[src/rtl/mfkw_pkg.sv]
// Package for the keyed wait-list: word types, operation and status codes,
// and the control and status bundles between the top level and each queue.
// No dependencies.
package mfkw_pkg;

    localparam logic [2:0] OP_ENQ   = 3'd0;
    localparam logic [2:0] OP_DEQ   = 3'd1;
    localparam logic [2:0] OP_PEEK  = 3'd2;
    localparam logic [2:0] OP_REM   = 3'd3;
    localparam logic [2:0] OP_QUERY = 3'd4;
    localparam logic [2:0] OP_CLR   = 3'd5;

    localparam logic [2:0] ST_OK        = 3'd0;
    localparam logic [2:0] ST_BAD_SLOT  = 3'd1;
    localparam logic [2:0] ST_DUP       = 3'd2;
    localparam logic [2:0] ST_EMPTY     = 3'd3;
    localparam logic [2:0] ST_NOT_FOUND = 3'd4;
    localparam logic [2:0] ST_FULL      = 3'd5;

    typedef struct packed {
        logic [2:0]  op;
        logic [2:0]  slot;
        logic [63:0] key;
    } in_word_t;

    typedef struct packed {
        logic [2:0]  status;
        logic [63:0] key_out;
        logic [4:0]  count;
        logic        is_empty;
    } out_word_t;

    typedef struct packed {
        logic push;
        logic pop;
        logic remove;
        logic clear;
    } q_ctl_t;

    typedef struct packed {
        logic found;
        logic empty;
        logic full;
    } q_stat_t;

endpackage

[src/rtl/mfkw_cell.sv]
// One key cell of a queue row: holds a key, compares it against the
// incoming key and takes its neighbour's key on a shift.
// Depends on nothing.
module mfkw_cell #(
    parameter int KEY_BITS = 64
) (
    input  logic                aclk,
    input  logic                cap,
    input  logic [KEY_BITS-1:0] cmp_key,
    input  logic                load,
    input  logic                shift,
    input  logic [KEY_BITS-1:0] load_key,
    input  logic [KEY_BITS-1:0] next_key,
    output logic [KEY_BITS-1:0] key_q,
    output logic                hit_q
);

    logic [KEY_BITS-1:0] key_reg;
    logic [KEY_BITS-1:0] key_next;
    logic                hit_reg;
    logic                hit_next;

    always_comb begin
        key_next = key_reg;
        if (shift) begin
            key_next = next_key;
        end else if (load) begin
            key_next = load_key;
        end
        hit_next = cap ? (key_reg == cmp_key) : hit_reg;
    end

    always_ff @(posedge aclk) begin
        key_reg <= key_next;
        hit_reg <= hit_next;
    end

    assign key_q = key_reg;
    assign hit_q = hit_reg;

endmodule

[src/rtl/mfkw_queue.sv]
// One queue: a row of key cells with the head in cell 0, plus its count.
// Depends on mfkw_pkg and mfkw_cell.
module mfkw_queue
    import mfkw_pkg::*;
#(
    parameter int DEPTH    = 16,
    parameter int KEY_BITS = 64,
    parameter int CNT_W    = $clog2(DEPTH + 1)
) (
    input  logic                aclk,
    input  logic                aresetn,
    input  logic                cap,
    input  logic [KEY_BITS-1:0] cmp_key,
    input  q_ctl_t              ctl,
    output q_stat_t             stat,
    output logic [CNT_W-1:0]    cnt_after,
    output logic [KEY_BITS-1:0] head_key
);

    localparam int IDX_W = $clog2(DEPTH);

    logic [CNT_W-1:0]    cnt_reg;
    logic [CNT_W-1:0]    cnt_next;
    logic [KEY_BITS-1:0] keys  [DEPTH];
    logic [DEPTH-1:0]    hits;
    logic [DEPTH-1:0]    live_hits;
    logic [DEPTH-1:0]    shifts;
    logic [DEPTH-1:0]    loads;
    logic [IDX_W-1:0]    pos;
    logic                found;
    logic                full;
    logic                empty;
    logic                push_ok;

    for (genvar i = 0; i < DEPTH; i++) begin : g_cell
        logic [KEY_BITS-1:0] nbr_key;
        if (i == DEPTH - 1) begin : g_tail
            assign nbr_key = '0;
        end else begin : g_mid
            assign nbr_key = keys[i+1];
        end

        assign live_hits[i] = hits[i] && (cnt_reg > CNT_W'(i));
        assign shifts[i]    = ctl.pop || (ctl.remove && found && (IDX_W'(i) >= pos));
        assign loads[i]     = push_ok && (cnt_reg == CNT_W'(i));

        mfkw_cell #(
            .KEY_BITS(KEY_BITS)
        ) u_cell (
            .aclk    (aclk),
            .cap     (cap),
            .cmp_key (cmp_key),
            .load    (loads[i]),
            .shift   (shifts[i]),
            .load_key(cmp_key),
            .next_key(nbr_key),
            .key_q   (keys[i]),
            .hit_q   (hits[i])
        );
    end

    // Keys are unique within a queue, so at most one live hit: OR-encode it.
    always_comb begin
        pos = '0;
        for (int i = 0; i < DEPTH; i++) begin
            if (live_hits[i]) begin
                pos = pos | IDX_W'(i);
            end
        end
    end

    assign found   = |live_hits;
    assign full    = (cnt_reg == CNT_W'(DEPTH));
    assign empty   = (cnt_reg == '0);
    assign push_ok = ctl.push && !found && !full;

    always_comb begin
        cnt_next = cnt_reg;
        if (ctl.clear) begin
            cnt_next = '0;
        end else if (push_ok) begin
            cnt_next = cnt_reg + CNT_W'(1);
        end else if ((ctl.pop && !empty) || (ctl.remove && found)) begin
            cnt_next = cnt_reg - CNT_W'(1);
        end
    end

    always_ff @(posedge aclk) begin
        if (!aresetn) begin
            cnt_reg <= '0;
        end else begin
            cnt_reg <= cnt_next;
        end
    end

    assign stat.found = found;
    assign stat.empty = empty;
    assign stat.full  = full;
    assign cnt_after  = cnt_next;
    assign head_key   = keys[0];

endmodule

[config.mk]
export PLATFORM = sky130hd
export DESIGN_NAME = mfkw_queue
export DESIGN_NICKNAME = d
export VERILOG_FILES = /design/src/rtl/mfkw_pkg.sv /design/src/rtl/mfkw_cell.sv /design/src/rtl/mfkw_queue.sv
export SDC_FILE = /design/constraint.sdc
export NUM_CORES = 2
export LEC_CHECK = 0
export BUFFER_PORTS_ARGS = -buffer_cell sky130_fd_sc_hd__buf_2
export CAP_MARGIN = 20
export CORE_MARGIN = 2
export CORE_UTILIZATION = 57
export DETAILED_ROUTE_END_ITERATION = 10
export PLACE_DENSITY = 0.77
export REMOVE_ABC_BUFFERS = 1
export SYNTH_ARGS = -nofsm -noshare
export SYNTH_HDL_FRONTEND = slang
export SYNTH_HIERARCHICAL = 1
export SYNTH_SLANG_ARGS = --single-unit
[constraint.sdc]
create_clock -name aclk -period 4 [get_ports aclk]
set_input_delay 0 -clock aclk [delete_from_list [all_inputs] [get_ports aclk]]
set_output_delay 0 -clock aclk [all_outputs]
set_load 0.1 [all_outputs]
==> qor.yml <==
cts.htree.levels: 3
fillers: 6797
outcome: "complete, no violations"
total_half_perimeter_wirelength_after_legalization_and_detailed_placement_mm: 85.89
cp_slowest_cell: "or4b_2"
coreArea_um2: 96850
postSynth.asyncResetShare_pct: 0
skew_pair_late_insertion_delay_ps: 700
flow.area_growth_from_synthesis_pct: 13.00
timing.final.setup_violations: 0
final_cell_mix: "edfxtp_1, mux2_2, xor2_1"
vdd.ir_drop.worst_mv: 0.9198
synth_top_area_share_pct: 55.90
finalWirelength_mm: 121.8
max_freq_mhz: 262.4
via_count_of_the_first_global_routing_pass: 32080
edff_count_synth: 1040
power.switching_mw: 20.57
cpLargestDelayFamily: "simple AND/OR/NAND/NOR gates"
vias_per_cell: 5.794
slew_viol_final: 0
avgRoutedWirePerCell_um: 22.30
power_frac_seq_pct: 43.4
timing.critical_path.slowest_cell_delay_ps: 640
final.setup.worst_slack_ps: 189.2
port_buffers: 142
worst-slew-pin-transition_ps: 1002
pwr_density_cell_nw_per_um2: 899.0
final_common_cell: "edfxtp_1"
cp_cell_sequence: "inv_1, ha_1, or4b_2, nand2_1, nand4_2, buf_4, o41ai_4, nor3b_2, o31ai_1, nor2_2, buf_12"
postRouteAntennaNets: 0
cts_max_path_buffers: 3
synth.ff_latch_count: 1045
root_buffer: "clkbuf_16"
numCtsBuffers: 113
relSlewSlack_pct: 33.17
grt.overflow.total: 0
grt_antenna_before_repair: 2
rows: 114
max_cap_viol_count: 0
synth.yosys.warnings: 6
start_kind: "register"
largest_register_ff_count: 1024
worst_skew_ps: 36.33
global_route_wire_length_before_repair_mm: 185.5
internal_power_mw: 36.18
critical_path_peak_fanout: 7
tritoncts: "built"
global_route.usage.total_pct: 24.11
num_vias: 31650
synth_largest_area_cell: "edfxtp_1"
synth_flop_type: "edfxtp_1"
syn_area_um2: 55870
preCtsSetupSlack_ps: 122.5
crit_buf_inv: 3
synth-seq-area-share_pct: 56.08
synthesis.area_per_instance_um2: 14.95
final_core_util_pct: 65.18
die_area_um2: 100500
final_hold_viol_count: 0
worst_ep_arrival_time_ps: 3810
timing_worst_setup_path_type: "reg2out"
min-delay-path-class: "in2reg"
die_y_um: 317.1
crit_required_ps: 4000
timing.final.crit_period_ps: 3811
grt_start_max_net_pins: 65
drive_gt1_share_pct: 36.39
post-route-period-util_pct: 95.27
fraction_of_power_spent_switching_nets_pct: 36.25
chipWidth_um: 317.1
comb_power_share_pct: 39.3
synth_cell_types: 61
post-route-drc-count: 0
fin_tns_setup_ps: 0
first_pass_iteration_count_of_the_detailed_router: 5
start_util_pct: 57.69
design.final.nets: 4166
worst_setup_path_end_kind: "output port"
synth_cells: 3738
globalplace.congestion: 0.8682
clock_sink_count: 1045
cellLeakagePower_nw: 22.97
top_area_cells_in_the_synthesized_netlist: "edfxtp_1, mux2_2, xor2_1"
p_clk_share_pct: 17.3
pin_count: 143
drt-initial-drc-count: 2247
path_clk_slew_ps: 60
==> final cells by class <==
class                      count  area, µm²  share of cell area, %
multi-input combinational   2622      24280                  38.46
inverter                      10      37.54                0.05946
antenna                        2      5.005               0.007928
sequential                  1045      31330                  49.63
clock inverter                80      568.0                 0.8998
tap                         1276       1597                  2.529
clock buffer                 131       2917                  4.620
timing repair buffer         297       2395                  3.793
==> cells by family (layout without fill, tap and decap cells) <==
logic type,Yosys count,in the layout,share of synthesized area (%)
compound gates,50,50,0.7055
xor+xnor,1026,1026,16.08
fa+ha+maj,6,6,0.1344
buf+inv,134,518,1.180
flops,1045,1045,56.08
mux,1024,1024,20.64
other cells,1,66,0.006712
simple gates,452,452,5.171
==> Yosys cell counts (all sizes together), types with 7 or more instances <==
cell type and number:
or2 20, xor2 1024, nor3 10, o21ai 14, nor4 275, nand2b 7
nand4 69, buf 119, nor2 27, nand2 12, mux2 1024, inv 9
edfxtp 1040
==> path summary, 6_finish.rpt <==
kind	start	endpoint	slack, ps	cells past startpoint
worst max-delay path	cnt_reg[1]	cnt_after[4]	190	11
worst max register to register	cnt_reg[3]	g_cell[6].u_cell/key_q[3]	220	9
worst min register to register	g_cell[7].u_cell/key_q[57]	g_cell[6].u_cell/key_q[57]	590	1
worst min-delay path	ctl[1]	cnt_reg[4]	30	5
==> power by group through the flow <==
| stage | Sequential (mW) | Combinational (mW) | Clock (mW) |
|---|---|---|---|
| floorplan | 26.3 | 15.1 | 0 |
| global placement | 24.5 | 21.7 | 0 |
| detailed placement | 24.7 | 22.1 | 0 |
| CTS | 24.6 | 22.3 | 9.98 |
| global route | 25.3 | 23.9 | 10.4 |
| finish | 24.6 | 22.3 | 9.82 |
==> tightest hold or removal path, stage by stage <==
cell and delay, ps:
buf_2 140, o41ai_4 60, nor3b_2 230, o31ai_1 130
nor2_1 100
==> metal layers <==
metal	global-route usage, %	share of wire, %	up-vias
li1	-	-	14890
met1	32.83	44	15870
met2	40.41	48	714
met3	2.980	4.4	177
met4	7.719	2.8	0
met5	0	0	-
==> through the flow <==
stage               hold slack [ps]  cell area [µm²]  instances  power [mW]
floorplan                     112.5            55480       3677       41.43
global placement              363.2            59320       5219       46.25
detailed placement            375.1            59320       5219       46.84
CTS                          0.4386            63110       5460       56.92
global route                  41.73            63130       5462       59.62
finish                        29.58            63130       5463       56.75
==> what timing repair did <==
item | in CTS | in global routing
hold buffers | 29 | 0
hold endpoints to repair | 151 | 0
cloned | 0 | 0
setup buffers | 1 | 1
pin swaps | 2 | 1
setup endpoints to repair | 2 | 3
resized for setup | 2 | 2
(Power assumes the default switching activity.)
